<file path="config.mk">
export PLATFORM = sky130hd
export DESIGN_NAME = rme_cordic
export DESIGN_NICKNAME = d
export VERILOG_FILES = /design/src/rtl/rme_pkg.sv /design/src/rtl/rme_cordic.sv
export SDC_FILE = /design/constraint.sdc
export NUM_CORES = 2
export LEC_CHECK = 0
export BUFFER_PORTS_ARGS = -buffer_cell sky130_fd_sc_hd__clkbuf_2
export CORE_MARGIN = 2
export CORE_UTILIZATION = 42
export CTS_CLUSTER_DIAMETER = 120
export DETAILED_ROUTE_END_ITERATION = 10
export SYNTH_ARGS = -nofsm -noshare
export SYNTH_HDL_FRONTEND = slang
export SYNTH_SLANG_ARGS = --single-unit
</file>
<file path="constraint.sdc">
create_clock -name clk_i -period 4.8 [get_ports clk_i]
set_clock_uncertainty 0.05 [all_clocks]
set_input_delay 0.48 -clock clk_i [delete_from_list [all_inputs] [get_ports clk_i]]
set_output_delay 0.48 -clock clk_i [all_outputs]
set_load 0.02 [all_outputs]
</file>
<file path="src/rtl/rme_pkg.sv">
// ----------------------------------------------------------------------------
// rme_pkg: shared constants and helpers for rotation_matrix_to_euler
// fixed-point arctangent table, field widths and the angle rounding function
// ----------------------------------------------------------------------------
package rme_pkg;

  localparam int unsigned ElemW      = 16;
  localparam int unsigned AngW       = 16;
  localparam int unsigned LimitW     = 15;
  localparam int unsigned SqW        = 32;
  localparam int unsigned SyW        = 17;
  localparam int unsigned TabLen     = 24;
  localparam int unsigned CordicStepsDef = 16;
  // datapath: operand (17 bits signed) scaled by 2^16, plus CORDIC growth
  localparam int unsigned CdW        = 36;
  localparam int unsigned AccW       = 33;

  localparam logic signed [AccW-1:0] PiHalf = 33'sd843314857;

  function automatic logic signed [AccW-1:0] atan_tab(input logic [4:0] i);
    logic signed [AccW-1:0] r;
    case (i)
      5'd0:  r = 33'sd421657428;
      5'd1:  r = 33'sd248918915;
      5'd2:  r = 33'sd131521918;
      5'd3:  r = 33'sd66762579;
      5'd4:  r = 33'sd33510843;
      5'd5:  r = 33'sd16771758;
      5'd6:  r = 33'sd8387925;
      5'd7:  r = 33'sd4194219;
      5'd8:  r = 33'sd2097141;
      5'd9:  r = 33'sd1048575;
      5'd10: r = 33'sd524288;
      5'd11: r = 33'sd262144;
      5'd12: r = 33'sd131072;
      5'd13: r = 33'sd65536;
      5'd14: r = 33'sd32768;
      5'd15: r = 33'sd16384;
      5'd16: r = 33'sd8192;
      5'd17: r = 33'sd4096;
      5'd18: r = 33'sd2048;
      5'd19: r = 33'sd1024;
      5'd20: r = 33'sd512;
      5'd21: r = 33'sd256;
      5'd22: r = 33'sd128;
      5'd23: r = 33'sd64;
      default: r = '0;
    endcase
    return r;
  endfunction

  // round Q3.29 to Q3.13 and saturate
  function automatic logic [AngW-1:0] acc_to_angle(input logic signed [AccW-1:0] acc);
    logic signed [AccW:0] s;
    logic signed [AccW-16:0] r;
    s = {acc[AccW-1], acc} + (AccW+1)'(32768);
    r = s[AccW:16];
    if (r > 18'sd32767) return 16'h7fff;
    if (r < -18'sd32768) return 16'h8000;
    return r[AngW-1:0];
  endfunction

  typedef struct packed {
    logic signed [CdW-1:0]  x;
    logic signed [CdW-1:0]  y;
    logic signed [AccW-1:0] acc;
    logic                   zero;
  } cd_t;

endpackage

</file>
<file path="src/rtl/rme_cordic.sv">
// ----------------------------------------------------------------------------
// rme_cordic: pipelined vectoring CORDIC atan2
// one rotation per register stage, plus a pre-rotation and an output stage
// ----------------------------------------------------------------------------
module rme_cordic
  import rme_pkg::*;
#(
  parameter int unsigned Steps = CordicStepsDef
) (
  input  logic                    clk_i,
  input  logic                    en_i,
  input  logic signed [SyW-1:0]   y_i,
  input  logic signed [SyW-1:0]   x_i,
  output logic [AngW-1:0]         ang_o
);

  localparam int unsigned N = (Steps > TabLen) ? TabLen : Steps;

  cd_t st_q [N+1];
  cd_t pre_d;
  logic [AngW-1:0] ang_q;

  always_comb begin
    logic signed [CdW-1:0] xs, ys;
    xs = CdW'(x_i) <<< 16;
    ys = CdW'(y_i) <<< 16;
    pre_d.zero = (x_i == '0) && (y_i == '0);
    pre_d.x = xs;
    pre_d.y = ys;
    pre_d.acc = '0;
    if (xs < 0) begin
      if (ys >= 0) begin
        pre_d.x = ys; pre_d.y = -xs; pre_d.acc = PiHalf;
      end else begin
        pre_d.x = -ys; pre_d.y = xs; pre_d.acc = -PiHalf;
      end
    end
  end

  always_ff @(posedge clk_i) begin
    if (en_i) st_q[0] <= pre_d;
  end

  for (genvar g = 0; g < N; g++) begin : g_stage
    cd_t nx;
    always_comb begin
      nx = st_q[g];
      if (!st_q[g].y[CdW-1]) begin
        nx.x   = st_q[g].x + (st_q[g].y >>> g);
        nx.y   = st_q[g].y - (st_q[g].x >>> g);
        nx.acc = st_q[g].acc + atan_tab(5'(g));
      end else begin
        nx.x   = st_q[g].x - (st_q[g].y >>> g);
        nx.y   = st_q[g].y + (st_q[g].x >>> g);
        nx.acc = st_q[g].acc - atan_tab(5'(g));
      end
    end
    always_ff @(posedge clk_i) begin
      if (en_i) st_q[g+1] <= nx;
    end
  end

  always_ff @(posedge clk_i) begin
    if (en_i) ang_q <= st_q[N].zero ? '0 : acc_to_angle(st_q[N].acc);
  end

  assign ang_o = ang_q;

endmodule

</file>
==> flow_metrics.tcl <==
set metrics [dict create \
    dp_hpwl_mm 251 \
    start_util_pct 42.3 \
    grt_usage_pct 22.3 \
    cts_tree "built" \
    nFillCells 24900 \
    fp.dieH_um 523 \
    worst_r2r_path_depth 22 \
    route.detailed.drc 0 \
    htree_num_levels 4 \
    timing.fmax_ghz 0.215 \
    period_share_pct 96.9 \
    criticalPathCategory "register to register" \
    synth_seq_cells 1368 \
    numPortBuffers 51 \
    ant_nets 0 \
    max_slew_margin_pct 13.9 \
    final_common_cell "edfxtp_1" \
    rsz0062_at_grt "true" \
    dp_slack_ns -0.140 \
    cts_made_buffers 171 \
    fin_hold_ws_ns 0.228 \
    yosysWarnings 0 \
    cp.arrival_ns 5.18 \
    synth_area_per_cell_um2 9.59 \
    hold_viol 0 \
    ff2ff_setup_slack_ns 0.15 \
    rows 190 \
    die_area_mm2 0.274 \
    cp-end-kind "register" \
    ys.flop_type "edfxtp_1" \
    vias 91500 \
    nets 14000 \
    wl_per_cell_um 19.2 \
    final_cell_mix "edfxtp_1 (1368), ha_1 (1288), nor2_1 (1228), a21oi_1 (1211), xnor2_1 (1113)" \
    grt_max_degree 124 \
    synthArstFlopShare_pct 0 \
    drive_gt1_share_pct 10.7 \
    clkSlewWorstSetupHoldPaths_ns 0.06 \
    insertion_delay_ns 0.90 \
    pin_count 52 \
    slew_viol_final 0 \
    fp.dieW_um 523 \
    grt_pass1_wl_mm 491 \
    worst_slack_ns 0.150 \
    worst_slew_pin_slew_ns 1.28 \
    hold_class "input port to register" \
    synth_top_area_share_pct 36.2 \
    drtPass1Iterations 6 \
    gp_congestion 0.943 \
    setup_viol 0 \
    first_global_vias 88800 \
    ctsLongestPathBuffers 4 \
    grt_antenna_before_repair 13 \
    maxCapViolCount 0 \
    core-area_mm2 0.268 \
    crit_start "st_q[0][678]" \
    synth_area_leaders "edfxtp_1 (36%), ha_1 (14%), xnor2_1 (8.7%)" \
    drtIter0Drc 5891 \
    cts.sinks 1368 \
    crit_end "st_q[0][843]" \
    netlist_area_mm2 0.113 \
    synthCells 11800 \
    timing.final.crit_period_ns 4.65 \
    wl_mm 314 \
    status "finished, final reports clean" \
    synth_cell_types 106 \
    path_max_fanout 3 \
    critPathLaunchType "register" \
    synth_enable_flop_cells 1368 \
    cp.required_ns 5.33 \
    root_buffer "clkbuf_16" \
    worstReg2RegStart "st_q[0][678]" \
    seq_area_frac_synth_pct 36.2 \
    globalRouteOverflowTotal 0 \
    via_per_inst 5.59 \
    syn_to_final_growth_pct 15.0 \
    synth_largest_area_cell "edfxtp_1" \
    rr_endpoint "st_q[0][843]" \
]
[Yosys cell counts, types with 130 or more instances]
| cell type | count |
|---|---|
| edfxtp_1 | 1368 |
| ha_1 | 1292 |
| nor2_1 | 1238 |
| a21oi_1 | 1233 |
| xnor2_1 | 1120 |
| xor2_1 | 615 |
| nand2_1 | 596 |
| o21ai_0 | 537 |
| a21o_1 | 514 |
| inv_1 | 494 |
| nor3_1 | 333 |
| nor2b_1 | 185 |
| o21a_1 | 178 |
| nand3_1 | 172 |
| nand2b_1 | 158 |
| o21bai_1 | 150 |
| clkbuf_1 | 135 |
| a31oi_1 | 130 |
[registers in the layout, indices dropped and copies added, names as in the netlist]
signal,count
ang_o,16
st_q,1352
[metal layers]
layer / up-vias / GRT usage (%) / wire (um)
met5: - / 0 / 14
met4: 2 / 8.91 / 12400
met3: 450 / 2.20 / 12200
met2: 1855 / 38.6 / 152000
met1: 43900 / 28.5 / 138000
li1: 45300 / - / -
[what timing repair did]
item	4_1_cts	5_1_grt
gates resized for setup	14	211
endpoints found under the setup margin	13	142
pin swaps	0	55
hold buffers	45	0
endpoints found under the hold margin	34	0
setup buffers	0	18
[cell type report]
cell class	count	area, um2	area share [%]
Multi-Input combinational cell	9782	70800	54.4
Sequential cell	1368	41100	31.5
Timing Repair Buffer	840	6500	4.99
Clock buffer	196	4460	3.42
Tap cell	3552	4440	3.41
Inverter	497	1870	1.43
Clock inverter	111	1060	0.812
Antenna cell	26	65.1	0.0499
[worst min path at each step]
stage                        from       endpoint  slack [ns]  cells past startpoint
CTS                       x_i[16]     st_q[0][1]        0.15                      2
global route              x_i[16]     st_q[0][1]        0.23                      2
detailed placement  st_q[0][1378]  st_q[0][1484]        0.36                      0
global placement    st_q[0][1378]  st_q[0][1484]        0.35                      0
finish                    x_i[16]     st_q[0][1]        0.23                      2
floorplan            st_q[0][954]  st_q[0][1060]        0.35                      0
[logic make-up (layout without fill, tap and decap cells)]
| group | after synthesis | after routing | share of synthesized area, % |
|---|---|---|---|
| other | 1 | 29 | 0.00331 |
| AO/OA/AOI/OAI | 3311 | 3311 | 18.5 |
| multiplexers | 54 | 54 | 0.511 |
| flip-flops | 1368 | 1368 | 36.2 |
| buffers and inverters | 669 | 1644 | 2.22 |
| adder cells (fa/ha/maj) | 1332 | 1332 | 15.0 |
| XOR/XNOR | 1735 | 1735 | 13.4 |
| AND/OR/NAND/NOR | 3347 | 3347 | 14.2 |
[stage by stage]
stage	cells	utilization, %	cell area (um2)	TNS (ns)
2_1_floorplan	11800	-	113000	0
3_3_place_gp	16000	45.9	123000	-0.572
3_5_place_dp	16000	45.9	123000	-0.314
4_1_cts	16300	48.1	129000	0
5_1_grt	16400	48.6	130000	-0.930
6_report	16400	48.6	130000	0
[critical path: stages, from the launching register on]
cell and delay, ns:
edfxtp_1 0.40, nor4_2 0.28, buf_4 0.15, nor4b_4 0.18
buf_4 0.17, and2_4 0.15, nand3b_1 0.17, o41ai_2 0.41
xor2_1 0.13, ha_1 0.37, o21a_1 0.17, o21ai_1 0.08
or3b_4 0.42, o41ai_4 0.06, a21oi_2 0.09, a311oi_2 0.27
buf_4 0.17, a31oi_4 0.08, o21ai_1 0.12, buf_4 0.13
a21o_1 0.12, a21oi_2 0.05, xnor2_1 0.12
Power is left out: the tool's default activity adds up to more than one toggle a clock period on the data nets, which glitch-free logic cannot reach.
